==> config.mk <==
export PLATFORM = sky130hd
export DESIGN_NAME = hsl_to_rgb_converter
export DESIGN_NICKNAME = d
export VERILOG_FILES = /design/src/rtl/hsl_pkg.sv /design/src/rtl/hsl_to_rgb_converter.sv
export SDC_FILE = /design/constraint.sdc
export NUM_CORES = 2
export LEC_CHECK = 0
export ABC_AREA = 1
export BUFFER_PORTS_ARGS = -buffer_cell sky130_fd_sc_hd__buf_2
export CAP_MARGIN = 10
export CORE_MARGIN = 5
export CORE_UTILIZATION = 70
export DETAILED_ROUTE_END_ITERATION = 16
export PLACE_DENSITY = 0.92
export SETUP_SLACK_MARGIN = 0.15
export SLEW_MARGIN = 40
export SYNTH_ARGS = -nofsm -noshare
export SYNTH_HDL_FRONTEND = slang
export SYNTH_SLANG_ARGS = --single-unit
==> constraint.sdc <==
create_clock -name clock -period 21 [get_ports clock]
set_input_delay 1.05 -clock clock [delete_from_list [all_inputs] [get_ports clock]]
set_output_delay 1.05 -clock clock [all_outputs]
set_load 0.02 [all_outputs]
==> src/rtl/hsl_pkg.sv <==
// -----------------------------------------------------------------------------
// HSL to RGB converter package
// Shared defaults for the HSL to RGB color converter.
// -----------------------------------------------------------------------------
package hsl_pkg;

   // Fractional bits of the hue, saturation and lightness inputs (1.0 = 1 << FRAC_BITS)
   localparam int unsigned FRAC_BITS_DEFAULT = 16;

   // Channel lanes of the output
   localparam int unsigned NUM_CHANNELS = 3;

endpackage

==> src/rtl/hsl_to_rgb_converter.sv <==
// Throughput: one color per clock while the result is not stalled; stages advance
// independently, so bubbles collapse and a stalled result holds while earlier stages
// keep filling.
// Reset (synchronous, active high) clears the stage valid bits only; data registers
// are not reset.
// -----------------------------------------------------------------------------
// HSL to RGB converter
// Four-stage pipeline: saturate inputs, lightness*saturation and hue ramp weights;
// q/p terms; ramp multiply per channel; blend, scale by 255 and truncate.
// -----------------------------------------------------------------------------
module hsl_to_rgb_converter
   import hsl_pkg::*;
#(
   parameter int unsigned FRAC_BITS = FRAC_BITS_DEFAULT
) (
   input  logic                 clock,
   input  logic                 reset,

   input  logic                 req_valid,
   output logic                 req_stall,
   input  logic [FRAC_BITS:0]   req_hue,
   input  logic [FRAC_BITS:0]   req_saturation,
   input  logic [FRAC_BITS:0]   req_lightness,

   output logic                 rsp_valid,
   input  logic                 rsp_stall,
   output logic [7:0]           rsp_red,
   output logic [7:0]           rsp_green,
   output logic [7:0]           rsp_blue
);

   localparam int unsigned W  = FRAC_BITS + 1;       // fraction width, holds 1.0
   localparam int unsigned PW = 2 * W;               // product width
   localparam int unsigned NW = 2 * FRAC_BITS + 1;   // blended numerator, holds 1.0^2
   localparam int unsigned SW = NW + 8;              // numerator times 255

   localparam logic [W-1:0] ONE   = {1'b1, {FRAC_BITS{1'b0}}};
   localparam logic [W-1:0] HALF  = ONE >> 1;
   localparam logic [W-1:0] THIRD = W'((1 << FRAC_BITS) / 3);

   // Ramp weight k for a wrapped position t in 0..ONE (result within 0..ONE)
   function automatic logic [W-1:0] ramp_k(input logic [W-1:0] t);
      logic [W+2:0] t1;
      logic [W+2:0] t2;
      logic [W+2:0] t3;
      logic [W+2:0] t6;
      logic [W+2:0] one_x;
      logic [W-1:0] k;
      t1    = (W+3)'(t);
      t2    = t1 << 1;
      t3    = t2 + t1;
      t6    = t3 << 1;
      one_x = (W+3)'(ONE);
      if (t6 < one_x) begin
         k = W'(t6);
      end else if (t2 < one_x) begin
         k = ONE;
      end else if (t3 < (one_x << 1)) begin
         k = W'((one_x << 2) - t6);
      end else begin
         k = '0;
      end
      return k;
   endfunction

   // ---------------------------------------------------------------------------
   // Handshake: each stage takes new data when empty or when its successor moves
   // ---------------------------------------------------------------------------
   logic s1_valid_ff, s2_valid_ff, s3_valid_ff, s4_valid_ff;
   logic s1_ready, s2_ready, s3_ready, s4_ready;

   assign s4_ready  = !s4_valid_ff || !rsp_stall;
   assign s3_ready  = !s3_valid_ff || s4_ready;
   assign s2_ready  = !s2_valid_ff || s3_ready;
   assign s1_ready  = !s1_valid_ff || s2_ready;
   assign req_stall = !s1_ready;

   always_ff @(posedge clock) begin
      if (reset) begin
         s1_valid_ff <= 1'b0;
         s2_valid_ff <= 1'b0;
         s3_valid_ff <= 1'b0;
         s4_valid_ff <= 1'b0;
      end else begin
         if (s1_ready) s1_valid_ff <= req_valid;
         if (s2_ready) s2_valid_ff <= s1_valid_ff;
         if (s3_ready) s3_valid_ff <= s2_valid_ff;
         if (s4_ready) s4_valid_ff <= s3_valid_ff;
      end
   end

   // ---------------------------------------------------------------------------
   // Stage 1: saturate fractions, l*s, wrapped ramp positions and weights
   // ---------------------------------------------------------------------------
   logic [W-1:0]  hue_sat, sat_sat, light_sat;
   logic [W:0]    red_sum;
   logic [W-1:0]  t_pos [NUM_CHANNELS];
   logic [W-1:0]  s1_l_in, s1_s_in;
   logic [PW-1:0] s1_m_in;
   logic [W-1:0]  s1_k_in [NUM_CHANNELS];

   logic [W-1:0]  s1_l_ff, s1_s_ff;
   logic [PW-1:0] s1_m_ff;
   logic [W-1:0]  s1_k_ff [NUM_CHANNELS];

   always_comb begin
      hue_sat   = (req_hue        > ONE) ? ONE : req_hue;
      sat_sat   = (req_saturation > ONE) ? ONE : req_saturation;
      light_sat = (req_lightness  > ONE) ? ONE : req_lightness;

      // red: hue + 1/3, wrapped once past 1.0
      red_sum = {1'b0, hue_sat} + {1'b0, THIRD};
      if (red_sum > {1'b0, ONE}) begin
         t_pos[0] = W'(red_sum - {1'b0, ONE});
      end else begin
         t_pos[0] = W'(red_sum);
      end
      // green: hue itself
      t_pos[1] = hue_sat;
      // blue: hue - 1/3, wrapped once below zero
      if (hue_sat < THIRD) begin
         t_pos[2] = hue_sat + (ONE - THIRD);
      end else begin
         t_pos[2] = hue_sat - THIRD;
      end

      for (int c = 0; c < NUM_CHANNELS; c++) begin
         s1_k_in[c] = ramp_k(t_pos[c]);
      end

      s1_l_in = light_sat;
      s1_s_in = sat_sat;
      s1_m_in = PW'(light_sat) * PW'(sat_sat);
   end

   always_ff @(posedge clock) begin
      if (s1_ready) begin
         s1_l_ff <= s1_l_in;
         s1_s_ff <= s1_s_in;
         s1_m_ff <= s1_m_in;
         for (int c = 0; c < NUM_CHANNELS; c++) begin
            s1_k_ff[c] <= s1_k_in[c];
         end
      end
   end

   // ---------------------------------------------------------------------------
   // Stage 2: q and p. Below half lightness l*(1+s) reduces to l + l*s exactly.
   // Zero saturation gives q = p = l, which lands on floor(l*255) downstream.
   // ---------------------------------------------------------------------------
   logic [W-1:0] ls_hi;
   logic [W:0]   q_wide;
   logic [W-1:0] s2_p_in, s2_d_in;
   logic [W-1:0] s2_p_ff, s2_d_ff;
   logic [W-1:0] s2_k_ff [NUM_CHANNELS];

   always_comb begin
      ls_hi = s1_m_ff[FRAC_BITS +: W];
      if (s1_l_ff < HALF) begin
         q_wide = {1'b0, s1_l_ff} + {1'b0, ls_hi};
      end else begin
         q_wide = {1'b0, s1_l_ff} + {1'b0, s1_s_ff} - {1'b0, ls_hi};
      end
      s2_p_in = W'(({1'b0, s1_l_ff} << 1) - q_wide);
      s2_d_in = W'(q_wide) - s2_p_in;
   end

   always_ff @(posedge clock) begin
      if (s2_ready) begin
         s2_p_ff <= s2_p_in;
         s2_d_ff <= s2_d_in;
         for (int c = 0; c < NUM_CHANNELS; c++) begin
            s2_k_ff[c] <= s1_k_ff[c];
         end
      end
   end

   // ---------------------------------------------------------------------------
   // Stage 3: (q - p) * k per channel
   // ---------------------------------------------------------------------------
   logic [W-1:0]  s3_p_ff;
   logic [PW-1:0] s3_prod_ff [NUM_CHANNELS];

   always_ff @(posedge clock) begin
      if (s3_ready) begin
         s3_p_ff <= s2_p_ff;
         for (int c = 0; c < NUM_CHANNELS; c++) begin
            s3_prod_ff[c] <= PW'(s2_d_ff) * PW'(s2_k_ff[c]);
         end
      end
   end

   // ---------------------------------------------------------------------------
   // Stage 4: p*ONE + prod, times 255, keep the integer byte
   // ---------------------------------------------------------------------------
   logic [NW-1:0] blend  [NUM_CHANNELS];
   logic [SW-1:0] scaled [NUM_CHANNELS];
   logic [7:0]    chan_in [NUM_CHANNELS];
   logic [7:0]    chan_ff [NUM_CHANNELS];

   always_comb begin
      for (int c = 0; c < NUM_CHANNELS; c++) begin
         blend[c]   = (NW'(s3_p_ff) << FRAC_BITS) + NW'(s3_prod_ff[c]);
         scaled[c]  = (SW'(blend[c]) << 8) - SW'(blend[c]);
         chan_in[c] = scaled[c][2*FRAC_BITS +: 8];
      end
   end

   always_ff @(posedge clock) begin
      if (s4_ready) begin
         for (int c = 0; c < NUM_CHANNELS; c++) begin
            chan_ff[c] <= chan_in[c];
         end
      end
   end

   assign rsp_valid = s4_valid_ff;
   assign rsp_red   = chan_ff[0];
   assign rsp_green = chan_ff[1];
   assign rsp_blue  = chan_ff[2];

endmodule
==> summary.txt <==
Status
  • Status: finished, final reports clean

Floorplan
  • Die area: slightly above 90,000 um2
  • Row cnt: 107
  • Core area: 84,900 um2
  • Initial core utilization: between 70% and 80%
  • I/O pin count: 81
  • Die Y-Extent: slightly above 300 um
  • Die W: 302 um

Critical path
  • Startpoint type of the worst setup path: input port
  • CP endpoint kind: flop
  • Worst path max stage delay: about 0.64 ns
  • CP Max Fanout: 16
  • CP max-delay cell: o21ai_0
  • CP top delay family: adder cells
  • Setup Crit Path Kind: input port to flop
  • Worst EP required: between 20 and 25 ns
  • Buf/Inv on CP: 5
  • Crit path arrival time: between 8 and 9 ns
  • Critical path, cell by cell: buf_2 -> nor4_1 -> nand4_1 -> nand2_1 -> nand2_1 -> inv_1 -> nand2_1 -> fa_1 -> inv_1 -> fa_1 -> inv_1 -> fa_1 -> inv_1 -> fa_1 -> fa_1 -> fa_1 -> ha_1 -> nand2_1 -> o21a_1 -> a21boi_0 -> o21ai_0 -> nand2_1 -> nand3_1 -> nand2_1

Logic synthesis
  • Most numerous cell in the Yosys netlist: inv_1
  • Synth warnings: 0
  • Post-synth ARST share: 0%
  • Share of the synthesized area in the top cell type: 28.5%
  • Most area-consuming cells after synthesis: fa_1, edfxtp_1, ha_1
  • Synth area leader: fa_1
  • Unique masters post-synth: 61
  • Post-synth EDFFs: between 300 and 400
  • Post-synthesis cell area: between 50,000 and 60,000 um2
  • Synth top cells by count: inv_1, nand2_1, fa_1
  • Ys flop type: edfxtp_1
  • Register bit total from synthesis: ~320
  • Syn_area_per_cell: 8.09 um2
  • Post-Syn Instances: between 7,000 and 8,000
  • Post-synthesis sequential area ratio: between 10% and 20%

Drt
  • Final ANT Viol Nets: 0
  • WL/cell: roughly 19 um
  • DRC: 0
  • Iter 0 DRT Violations: 4,787
  • Via density: 5.81
  • DRT Pass-1 Iters: 14
  • Final wirelength: approximately 160,000 um
  • Via count: 49,400

GRT
  • GRT Overall Usage: between 30% and 40%
  • Met1 Use GR: ~45%
  • Gr busiest metal: met2
  • GR met2 Demand/Resource: a little under three fifths
  • Grt met3 use: under 10%
  • First-pass GRT wire length: 260,000 um
  • Largest net degree at the start of global routing: a little under 80
  • Antenna violations before repair: 1
  • Grt total ovfl: 0
  • Vias in the first global route: approximately 52,000

Layout
  • Share of layout cells above drive strength 1: about 3.1%
  • Footprint of the multi-input gates: between 40,000 and 50,000 um2
  • Fill count: ~6,000
  • Sequential cell area: about 9500 um2
  • Antenna diodes: 0
  • Nets: between 8,000 and 9,000
  • Area growth syn-to-layout: 4.41%

Placed design
  • Port bufs: 80
  • Final Wtd Congestion: between 0.9 and 1
  • Pre-CTS worst setup slack: between 10 and 15 ns
  • Final HPWL DP: 124,000 um

Timing
  • # setup viols final: 0
  • RSZ-0062 raised after global routing: false
  • Worst Clk Skew: ~0.028 ns
  • FMAX: around 130 MHz
  • Worst slew pin tran: slightly below 0.9 ns
  • Setup TNS: 0 ns
  • Final period utilization: between 30 and 40%
  • Slew margin rel.: 40.2%
  • Hold Worst Slack: a little over 0.4 ns
  • Max Slew Vio Count: 0
  • Setup WS post-layout: around 13 ns
  • Min cycle time layout: a little under 8 ns
  • Final Hold Fails: 0

Clock tree
  • CTS sink count: between 300 and 400
  • Post-CTS sizing: 0
  • Clk Latency, worst-skew pair: about 0.60 ns
  • Max clock buf depth: 3
  • Clock Pin Slew Worst Setup and Hold Paths: approximately 0.070 ns
  • Hold_buf cts: 0
  • TritonCTS buffer count: 39
  • TritonCTS clock tree: built
  • Htree depth: 2
  • Setup Buffers After CTS: 0
  • Clock Tree Root: clkbuf_16

Worst hold path
  • Hold Crit Class: flop to flop

Run
  • Maxcap violations: 0
==> cell families (layout without fill, tap and decap cells) <==
logic type	count (synthesis)	after routing	share of synthesized area (%)
XOR/XNOR	309	309	4.53
buffers and inverters	2108	2066	13.3
other	2	29	0.0126
AND/OR/NAND/NOR	2402	2402	16.4
AO/OA/AOI/OAI	680	680	6.44
adder cells (fa/ha/maj)	1558	1558	43.4
flip-flops	318	318	15.9
==> cell usage in the layout (no fill, tap or decap), drive strengths merged, types with 9 or more instances in the layout <==
master  instances
inv          1877
nand2        1658
fa            850
ha            708
nor2          372
a21oi         351
edfxtp        314
xor2          232
nand3         183
o21ai         162
buf           108
nand4          81
xnor2          77
nor3           49
clkbuf         43
conb           29
clkinv         29
nor4           28
o21bai         27
a21o           21
a31oi          21
a21boi         20
o21a           19
or2            15
a211oi         14
o221ai         11
o211ai          9
==> worst reg2reg max path, cell delays in order (launching register included) <==
cell      delay (ns)
edfxtp_1        0.33
buf_4           0.31
buf_4           0.56
nand2_1         0.17
fa_1            0.56
inv_1           0.05
fa_1            0.48
inv_1           0.06
fa_1            0.49
fa_1            0.54
inv_1           0.05
fa_1            0.48
inv_1           0.05
fa_1            0.47
inv_1           0.04
ha_1            0.33
a21oi_1         0.14
inv_1           0.08
a31oi_1         0.14
nand2_1         0.11
a21boi_0        0.44
o21ai_0         0.24
a21oi_1         0.33
o21ai_0         0.23
nand2_1         0.13
nand2_1         0.08
nand2_1         0.07
nand2_1         0.06
==> flip-flops by register name, indices dropped and copies added (netlist names) <==
name,count
chan_ff,24
rsp_valid,1
s1_k_ff,48
s1_l_ff,17
s1_m_ff,17
s1_s_ff,17
s1_valid_ff,1
s2_d_ff,16
s2_k_ff,48
s2_p_ff,17
s2_valid_ff,1
s3_p_ff,17
s3_prod_ff,93
s3_valid_ff,1
==> layer usage <==
metal  wire, um  vias up
li1           -    22300
met1      57800    23300
met2      72200     3034
met3      18000      748
met4      10200        0
met5          0        -
==> area by class of cell <==
cell class,instances,area share [%]
Sequential cell,318,15.3
Clock inverter,29,0.530
Multi-Input combinational cell,4978,67.9
Timing Repair Buffer,108,0.992
Clock buffer,43,1.64
Inverter,1886,11.4
Tap cell,1144,2.30
==> worst paths after layout <==
check | to | depth (start not counted) | from | slack, ns
worst min-delay path | s2_k_ff[0][4] | 0 | s1_k_ff[0][4] | 0.40
worst max-delay path | s1_m_ff[28] | 24 | req_saturation[2] | 13.13
worst max register to register | s3_prod_ff[0][63] | 27 | s2_d_ff[7] | 13.76
worst min register to register | s2_k_ff[0][4] | 0 | s1_k_ff[0][4] | 0.40
==> stage by stage <==
stage / utilization, % / cell area [um2] / instances
final: 73.4 / 62300 / 8506
after global routing: 73.4 / 62300 / 8506
after CTS: 73.4 / 62300 / 8506
after detailed placement: 71.8 / 61000 / 8434
after global placement: 71.8 / 61000 / 8434
after floorplan: - / 59800 / 7404
Power is left out: the tool's default activity adds up to more than one toggle a clock period on the data nets, which glitch-free logic cannot reach.
